File: src/hdl/tpg_pkg.sv
// Shared constants, codes and helpers for the turtle pen grid plotter.
package tpg_pkg;

  localparam int GRID_SIZE = 16;
  localparam int POS_W     = (GRID_SIZE > 1) ? $clog2(GRID_SIZE) : 1;
  localparam int CNT_W     = $clog2(GRID_SIZE + 1);
  localparam int LEN_W     = 8;
  localparam int SUM_W     = LEN_W + 2;
  localparam int OUT_POS_W = 4;
  localparam int CAT_W     = (POS_W > OUT_POS_W) ? POS_W : OUT_POS_W;

  typedef enum logic [2:0] {
    OP_PEN_UP    = 3'd0,
    OP_PEN_DOWN  = 3'd1,
    OP_TURN_R    = 3'd2,
    OP_TURN_L    = 3'd3,
    OP_MOVE      = 3'd4,
    OP_READ_CELL = 3'd5
  } opcode_t;

  typedef enum logic [1:0] {
    ST_DONE    = 2'd0,
    ST_REFUSED = 2'd1,
    ST_ZERO    = 2'd2
  } status_t;

  typedef enum logic [1:0] {
    HDG_EAST  = 2'd0,
    HDG_SOUTH = 2'd1,
    HDG_WEST  = 2'd2,
    HDG_NORTH = 2'd3
  } heading_t;

  typedef enum logic [1:0] {
    S_IDLE,
    S_READ,
    S_MARK,
    S_RESULT
  } fsm_t;

  function automatic logic [OUT_POS_W-1:0] to_out_pos(input logic [POS_W-1:0] pos);
    logic [CAT_W-1:0] tmp;
    tmp = CAT_W'(pos);
    return tmp[OUT_POS_W-1:0];
  endfunction

endpackage

File: src/hdl/tpg_ram.sv
// Generic simple dual-port RAM with one write port and a registered read port.
module tpg_ram #(
  parameter int WIDTH = 8,
  parameter int DEPTH = 16
) (
  input  logic                     clk,
  input  logic                     we,
  input  logic [$clog2(DEPTH)-1:0] waddr,
  input  logic [WIDTH-1:0]         wdata,
  input  logic                     re,
  input  logic [$clog2(DEPTH)-1:0] raddr,
  output logic [WIDTH-1:0]         rdata
);

  logic [WIDTH-1:0] mem [DEPTH];

  always_ff @(posedge clk) begin
    if (we) begin
      mem[waddr] <= wdata;
    end
    if (re) begin
      rdata <= mem[raddr];
    end
  end

endmodule

File: src/hdl/turtle_pen_grid_plotter.sv
// Top level of the turtle pen grid plotter: command sequencer around a row-wide grid RAM.
//
//   channel | direction | ports
//   --------+-----------+---------------------------------------------------------
//   in      | request   | in_valid, in_ready, in_opcode, in_move_length,
//           |           | in_query_row, in_query_column
//   out     | result    | out_valid, out_ready, out_status, out_pen_row_now,
//           |           | out_pen_column_now, out_heading_now, out_pen_is_down,
//           |           | out_cell_value
//
// One request is worked at a time. A marking move does the read-modify-write of one grid
// row per cycle: a horizontal move touches a single row, a vertical move of n cells n rows.
// Reset clears per-row valid bits at once, so no clearing pass is needed.
// A result waiting on out_ready holds the sequencer in its result state.
module turtle_pen_grid_plotter
  import tpg_pkg::*;
(
  input  logic                 clk,
  input  logic                 rst_n,
  input  logic                 in_valid,
  output logic                 in_ready,
  input  logic [2:0]           in_opcode,
  input  logic [LEN_W-1:0]     in_move_length,
  input  logic [3:0]           in_query_row,
  input  logic [3:0]           in_query_column,
  output logic                 out_valid,
  input  logic                 out_ready,
  output logic [1:0]           out_status,
  output logic [OUT_POS_W-1:0] out_pen_row_now,
  output logic [OUT_POS_W-1:0] out_pen_column_now,
  output logic [1:0]           out_heading_now,
  output logic                 out_pen_is_down,
  output logic                 out_cell_value
);

  fsm_t                 state_r, state_nxt;
  logic [POS_W-1:0]     pen_row_r, pen_row_nxt;
  logic [POS_W-1:0]     pen_col_r, pen_col_nxt;
  logic [1:0]           heading_r, heading_nxt;
  logic                 pen_down_r, pen_down_nxt;
  logic [1:0]           status_r, status_nxt;
  logic                 cell_r, cell_nxt;
  logic [POS_W-1:0]     qrow_r, qrow_nxt;
  logic [POS_W-1:0]     qcol_r, qcol_nxt;
  logic                 qhit_r, qhit_nxt;
  logic [POS_W-1:0]     rd_row_r, rd_row_nxt;
  logic [CNT_W-1:0]     rows_left_r, rows_left_nxt;
  logic                 step_up_r, step_up_nxt;
  logic                 wr_pend_r, wr_pend_nxt;
  logic [POS_W-1:0]     wr_row_r, wr_row_nxt;
  logic [GRID_SIZE-1:0] mask_r, mask_nxt;
  logic [GRID_SIZE-1:0] row_valid_r, row_valid_nxt;
  logic                 out_valid_r;
  logic [1:0]           out_status_r;
  logic [POS_W-1:0]     out_row_r, out_col_r;
  logic [1:0]           out_heading_r;
  logic                 out_pen_r, out_cell_r;

  logic                 ram_we, ram_re;
  logic [POS_W-1:0]     ram_waddr, ram_raddr;
  logic [GRID_SIZE-1:0] ram_wdata, ram_rdata;

  logic [SUM_W-1:0]     len_ext, row_ext, col_ext, grid_ext, one_ext;
  logic [POS_W-1:0]     east_col, west_col, south_row, north_row;
  logic [POS_W-1:0]     lo_col, hi_col;
  logic                 refuse;
  logic [GRID_SIZE-1:0] hmask, vmask;
  logic                 out_free;

  tpg_ram #(.WIDTH(GRID_SIZE), .DEPTH(GRID_SIZE)) u_grid_ram (
    .clk   (clk),
    .we    (ram_we),
    .waddr (ram_waddr),
    .wdata (ram_wdata),
    .re    (ram_re),
    .raddr (ram_raddr),
    .rdata (ram_rdata)
  );

  assign len_ext   = SUM_W'(in_move_length);
  assign row_ext   = SUM_W'(pen_row_r);
  assign col_ext   = SUM_W'(pen_col_r);
  assign grid_ext  = SUM_W'(GRID_SIZE);
  assign one_ext   = SUM_W'(1);
  assign east_col  = POS_W'(col_ext + len_ext - one_ext);
  assign west_col  = POS_W'(col_ext - len_ext + one_ext);
  assign south_row = POS_W'(row_ext + len_ext - one_ext);
  assign north_row = POS_W'(row_ext - len_ext + one_ext);
  assign lo_col    = (heading_r == HDG_WEST) ? west_col : pen_col_r;
  assign hi_col    = (heading_r == HDG_EAST) ? east_col : pen_col_r;
  assign out_free  = !out_valid_r || out_ready;

  always_comb begin
    case (heading_r)
      HDG_EAST:  refuse = (col_ext + len_ext) > grid_ext;
      HDG_SOUTH: refuse = (row_ext + len_ext) > grid_ext;
      HDG_WEST:  refuse = len_ext > (col_ext + one_ext);
      default:   refuse = len_ext > (row_ext + one_ext);
    endcase
  end

  always_comb begin
    for (int i = 0; i < GRID_SIZE; i++) begin
      hmask[i] = (POS_W'(i) >= lo_col) && (POS_W'(i) <= hi_col);
      vmask[i] = (POS_W'(i) == pen_col_r);
    end
  end

  always_comb begin
    state_nxt     = state_r;
    pen_row_nxt   = pen_row_r;
    pen_col_nxt   = pen_col_r;
    heading_nxt   = heading_r;
    pen_down_nxt  = pen_down_r;
    status_nxt    = status_r;
    cell_nxt      = cell_r;
    qrow_nxt      = qrow_r;
    qcol_nxt      = qcol_r;
    qhit_nxt      = qhit_r;
    rd_row_nxt    = rd_row_r;
    rows_left_nxt = rows_left_r;
    step_up_nxt   = step_up_r;
    wr_pend_nxt   = 1'b0;
    wr_row_nxt    = wr_row_r;
    mask_nxt      = mask_r;
    row_valid_nxt = row_valid_r;
    in_ready      = 1'b0;
    ram_re        = 1'b0;
    ram_raddr     = rd_row_r;
    ram_we        = 1'b0;
    ram_waddr     = wr_row_r;
    ram_wdata     = (row_valid_r[wr_row_r] ? ram_rdata : '0) | mask_r;

    case (state_r)
      S_IDLE: begin
        in_ready = 1'b1;
        if (in_valid) begin
          status_nxt = ST_DONE;
          cell_nxt   = 1'b0;
          state_nxt  = S_RESULT;
          case (in_opcode)
            OP_PEN_UP:   pen_down_nxt = 1'b0;
            OP_PEN_DOWN: pen_down_nxt = 1'b1;
            OP_TURN_R:   heading_nxt  = heading_r + 2'd1;
            OP_TURN_L:   heading_nxt  = heading_r + 2'd3;
            OP_MOVE: begin
              if (in_move_length == '0) begin
                status_nxt = ST_ZERO;
              end else if (refuse) begin
                status_nxt = ST_REFUSED;
              end else begin
                case (heading_r)
                  HDG_EAST:  pen_col_nxt = east_col;
                  HDG_SOUTH: pen_row_nxt = south_row;
                  HDG_WEST:  pen_col_nxt = west_col;
                  default:   pen_row_nxt = north_row;
                endcase
                rd_row_nxt  = pen_row_r;
                step_up_nxt = (heading_r == HDG_SOUTH);
                if (heading_r == HDG_EAST || heading_r == HDG_WEST) begin
                  rows_left_nxt = CNT_W'(1);
                  mask_nxt      = hmask;
                end else begin
                  rows_left_nxt = CNT_W'(in_move_length);
                  mask_nxt      = vmask;
                end
                if (pen_down_r) begin
                  state_nxt = S_MARK;
                end
              end
            end
            OP_READ_CELL: begin
              qrow_nxt  = POS_W'(in_query_row);
              qcol_nxt  = POS_W'(in_query_column);
              qhit_nxt  = (int'(in_query_row) < GRID_SIZE) &&
                          (int'(in_query_column) < GRID_SIZE);
              ram_re    = 1'b1;
              ram_raddr = POS_W'(in_query_row);
              state_nxt = S_READ;
            end
            default: ;
          endcase
        end
      end
      S_READ: begin
        cell_nxt  = qhit_r && row_valid_r[qrow_r] && ram_rdata[qcol_r];
        state_nxt = S_RESULT;
      end
      S_MARK: begin
        if (rows_left_r != '0) begin
          ram_re        = 1'b1;
          ram_raddr     = rd_row_r;
          wr_pend_nxt   = 1'b1;
          wr_row_nxt    = rd_row_r;
          rows_left_nxt = rows_left_r - CNT_W'(1);
          rd_row_nxt    = step_up_r ? rd_row_r + POS_W'(1) : rd_row_r - POS_W'(1);
        end else begin
          state_nxt = S_RESULT;
        end
        if (wr_pend_r) begin
          ram_we                  = 1'b1;
          row_valid_nxt[wr_row_r] = 1'b1;
        end
      end
      S_RESULT: begin
        if (out_free) begin
          state_nxt = S_IDLE;
        end
      end
      default: state_nxt = S_IDLE;
    endcase
  end

  always_ff @(posedge clk) begin
    if (!rst_n) begin
      state_r     <= S_IDLE;
      pen_row_r   <= '0;
      pen_col_r   <= '0;
      heading_r   <= HDG_EAST;
      pen_down_r  <= 1'b0;
      rows_left_r <= '0;
      wr_pend_r   <= 1'b0;
      row_valid_r <= '0;
      out_valid_r <= 1'b0;
    end else begin
      state_r     <= state_nxt;
      pen_row_r   <= pen_row_nxt;
      pen_col_r   <= pen_col_nxt;
      heading_r   <= heading_nxt;
      pen_down_r  <= pen_down_nxt;
      rows_left_r <= rows_left_nxt;
      wr_pend_r   <= wr_pend_nxt;
      row_valid_r <= row_valid_nxt;
      if (state_r == S_RESULT && out_free) begin
        out_valid_r <= 1'b1;
      end else if (out_ready) begin
        out_valid_r <= 1'b0;
      end
    end
  end

  always_ff @(posedge clk) begin
    status_r  <= status_nxt;
    cell_r    <= cell_nxt;
    qrow_r    <= qrow_nxt;
    qcol_r    <= qcol_nxt;
    qhit_r    <= qhit_nxt;
    rd_row_r  <= rd_row_nxt;
    step_up_r <= step_up_nxt;
    wr_row_r  <= wr_row_nxt;
    mask_r    <= mask_nxt;
    if (state_r == S_RESULT && out_free) begin
      out_status_r  <= status_r;
      out_row_r     <= pen_row_r;
      out_col_r     <= pen_col_r;
      out_heading_r <= heading_r;
      out_pen_r     <= pen_down_r;
      out_cell_r    <= cell_r;
    end
  end

  assign out_valid          = out_valid_r;
  assign out_status         = out_status_r;
  assign out_pen_row_now    = to_out_pos(out_row_r);
  assign out_pen_column_now = to_out_pos(out_col_r);
  assign out_heading_now    = out_heading_r;
  assign out_pen_is_down    = out_pen_r;
  assign out_cell_value     = out_cell_r;

`ifndef ASSERT_OFF
  // The last row read of a marking walk always has its write-back pending.
  a_last_write_pending: assert property (@(posedge clk) disable iff (!rst_n)
    (state_r == S_MARK && rows_left_r == '0) |-> wr_pend_r)
    else $error("marking walk ended without a pending row write");

  // Each marking cycle with rows left consumes exactly one row.
  a_rows_count_down: assert property (@(posedge clk) disable iff (!rst_n)
    (state_r == S_MARK && rows_left_r != '0) |=>
      (rows_left_r == $past(rows_left_r) - CNT_W'(1)))
    else $error("row counter did not step during marking");

  // An accepted request leaves idle and blocks further requests until its result is released.
  a_accept_blocks: assert property (@(posedge clk) disable iff (!rst_n)
    (in_valid && in_ready) |=> !in_ready)
    else $error("new request accepted while one is in progress");

  // A result released from the sequencer is presented on the next cycle.
  a_result_shown: assert property (@(posedge clk) disable iff (!rst_n)
    (state_r == S_RESULT && out_free) |=> (out_valid && state_r == S_IDLE))
    else $error("finished result was not presented");
`endif

endmodule

File: config.mk
export PLATFORM = sky130hd
export DESIGN_NAME = turtle_pen_grid_plotter
export DESIGN_NICKNAME = d
export VERILOG_FILES = /design/src/hdl/tpg_pkg.sv /design/src/hdl/tpg_ram.sv /design/src/hdl/turtle_pen_grid_plotter.sv
export SDC_FILE = /design/constraint.sdc
export NUM_CORES = 1
export LEC_CHECK = 0
export ABC_AREA = 1
export BUFFER_PORTS_ARGS = -buffer_cell sky130_fd_sc_hd__buf_2
export CAP_MARGIN = 20
export CORE_MARGIN = 4
export CORE_UTILIZATION = 35
export DETAILED_ROUTE_END_ITERATION = 6
export PLACE_DENSITY_LB_ADDON = 0.25
export SLEW_MARGIN = 20
export SYNTH_ARGS = -nofsm -noshare
export SYNTH_HDL_FRONTEND = slang
export SYNTH_SLANG_ARGS = --single-unit
File: constraint.sdc
create_clock -name clk -period 3.94 [get_ports clk]
set_input_delay 0.985 -clock clk [delete_from_list [all_inputs] [get_ports clk]]
set_output_delay 0.985 -clock clk [all_outputs]
set_load 0.01 [all_outputs]
==> reports/qor.yml <==
status:
  status: "finished, final reports clean"
cells_and_area:
  drive_above_1_share: 0.128
  syn_to_final_growth_pct: 14.9
  n_antenna_cell: 0
  layout_common_cells: "322 x edfxtp_1, 196 x nor2_1, 159 x nand2_1"
  fin_nets: 1574
  layout_commonest_cell: "edfxtp_1"
  design_area_um2: 18600
routing:
  wire_per_inst_um: 20.1
  vias: 11100
  drc_errors: 0
  dr.first_iter.drc_count: 978
  drt-total-wl_mm: 42.8
  viasPerCell: 5.20
  ant_nets: 0
  first_pass_iters: 5
logic_synthesis:
  ys_ff_latch: 358
  ys_warn_count: 0
  syn_area_per_cell_um2: 11.2
  netlist_instances: 1442
  synth_top_area_cell: "edfxtp_1"
  synth.top_cell.area_share: 0.596
  synth_area_leaders: "edfxtp_1 60%, nor2_1 4.9%, o21ai_0 4.6%, dfxtp_1 4.4%, nand2_1 3.7%"
  synth_cell_type_count: 48
  synth_nets: 1512
  seq_area_frac_synth: 0.641
  synth_area_um2: 16200
sta:
  hold_slack_ps: 424
  hold_violations: 0
  final-setup-viol-count: 0
  min_period_over_period: 0.823
  worst_pin_slew_ps: 1090
  tns_ps: 0
  slew_viol_final: 0
  slew_headroom: 0.273
  period_minus_slack_ps: 3240
  finalClockSkew_ps: 23.4
  max_freq_mhz: 308
  rsz0062_at_grt: "false"
power:
  power_leakage_uw: 0.00668
  p_per_area_nw_per_um2: 562
  irDropWorstVdd_mv: 0.312
job:
  maxCapViolCount: 0
worst_setup_path:
  cp_max_fo: 68
  rr_endpoint: "u_grid_ram.rdata[4]"
  rrSetupSlack_ps: 700
  crit_type: "reg2reg"
  reg2reg_depth: 12
  cp.required_ps: 4360
  regToRegStartpoint: "state_r[1]"
  cp-end-kind: "flop"
  arrival_ps: 3660
  start_kind: "flop"
clock_network:
  clk_pin_slew_ps: 60
  cts_setup_buffers: 0
  cts_buffers: 41
  clkLatencyLatePin_ps: 550
  cts-root-buf: "clkbuf_16"
  ctsHtreeMaxLevel: 2
  ctsResizeCount: 0
  numClockSinks: 358
  cts_tree: "done"
  cts_max_path_buffers: 3
  postCtsHoldBufs: 0
global_routing:
  overflow: 0
  grt_max_degree: 129
  grt_pass1_wl_mm: 66.0
  gr-usage-all-layers: 0.169
  first_global_vias: 10900
  antenna_found_initial: 3
die:
  die_h_um: 223
  coreArea_um2: 45600
  die_area_um2: 49800
  rows: 78
  die_w_um: 223
  pin_count: 39
  start_util: 0.356
place:
  place_congestion: 0.915
  io_buffers: 38
  dpl_cell_area_um2: 17200
  dp_hpwl_mm: 26.7
min_path:
  worstHoldStart: "cell_r"
  hp-class: "reg2reg"
  whs_path_depth: 0
  whs_endpoint: "out_cell_value"
[worst max-delay path, stage by stage (launching register included)]
cell and delay, ps:
dfxtp_1 320, inv_1 100, ha_1 380, nand2_4 190, nor2_8 290, inv_2 110
or2_4 250, o21ai_4 70, buf_4 690, o21ai_0 200, o22ai_1 200, o211ai_1 180
nand2_1 100
[cells by family (layout without fill, tap and decap cells)]
| family | count (synthesis) | count (layout) | share of synthesized area |
|---|---|---|---|
| buffers and inverters | 185 | 279 | 0.0479 |
| DFF | 358 | 358 | 0.641 |
| adders and majority gates | 47 | 47 | 0.0386 |
| AOI/OAI and AO/OA | 380 | 380 | 0.148 |
| and+or+nand+nor | 453 | 453 | 0.114 |
| xor gates and xnor gates | 19 | 19 | 0.0103 |
[final cells by class]
| class | count | area (um^2) |
|---|---|---|
| well taps | 600 | 751 |
| multi-input cells | 899 | 5120 |
| clock inverters | 21 | 236 |
| fillers | 4305 | 27000 |
| inverters | 124 | 468 |
| clock buffers | 54 | 1120 |
| repair buffers | 80 | 543 |
| flip-flops and latches | 358 | 10400 |
[registers in the layout, indices dropped and copies added (netlist names), 2 cells and up]
name                cells
rd_row_r                4
state_r                 2
u_grid_ram.mem        256
status_r                2
row_valid_r            16
qrow_r                  4
out_status              2
heading_r               2
ram_waddr               4
out_pen_column_now      4
pen_col_r               4
out_heading_now         2
pen_row_r               4
out_pen_row_now         4
qcol_r                  4
mask_r                 16
rows_left_r             5
u_grid_ram.rdata       16
[metal layers]
layer,vias up,part of all wire,GRT usage
li1,5289,-,-
met1,5412,0.46,0.238
met2,327,0.46,0.275
met3,75,0.056,0.0292
met4,6,0.022,0.0414
met5,-,0.00082,0
[worst max-delay path by stage]
stage               slack, ps              start  depth (start not counted)                  end
floorplan                 430  in_move_length[0]                         12            mask_r[0]
global placement          210  in_move_length[2]                         12           mask_r[14]
detailed placement        270  in_move_length[2]                         12           mask_r[14]
CTS                       650         state_r[1]                         12  u_grid_ram.rdata[4]
global route              400       pen_col_r[1]                         13           mask_r[13]
finish                    700         state_r[1]                         12  u_grid_ram.rdata[4]
[power by group]
| group | switching [uW] | internal (uW) | total, uW |
|---|---|---|---|
| clock network | 1530 | 2270 | 3800 |
| logic | 1500 | 693 | 2200 |
| registers | 124 | 4340 | 4460 |
[synthesized netlist by cell type (all sizes together)]
library cell and count:
clkinv 1, dfxtp 36, nor2 213, a22oi 5, fa 5, buf 37, nor3 8, xnor2 9
o221ai 28, o21bai 32, xor2 10, a21oi 43, clkbuf 24, a32oi 1, o21a 9, edfxtp 322
o2111ai 1, a31oi 1, nand4 9, a311oi 1, and2 1, o32ai 1, nand2 160, nand3 54
inv 123, o311ai 1, nor4 2, o211ai 40, a211oi 1, ha 42, o21ai 190, a31o 1
or2 6, o22ai 24, a221oi 1
[stage by stage]
| step | power, uW | util | setup slack, ps | cells |
|---|---|---|---|---|
| 2_1_floorplan | 6050 | - | 429 | 1442 |
| 3_3_place_gp | 6730 | 0.378 | 208 | 2060 |
| 5_1_grt | 11000 | 0.409 | 405 | 2136 |
| 4_1_cts | 10600 | 0.408 | 655 | 2135 |
| 6_report | 10500 | 0.409 | 697 | 2136 |
| 3_5_place_dp | 6750 | 0.378 | 266 | 2060 |
(Power assumes the default switching activity.)
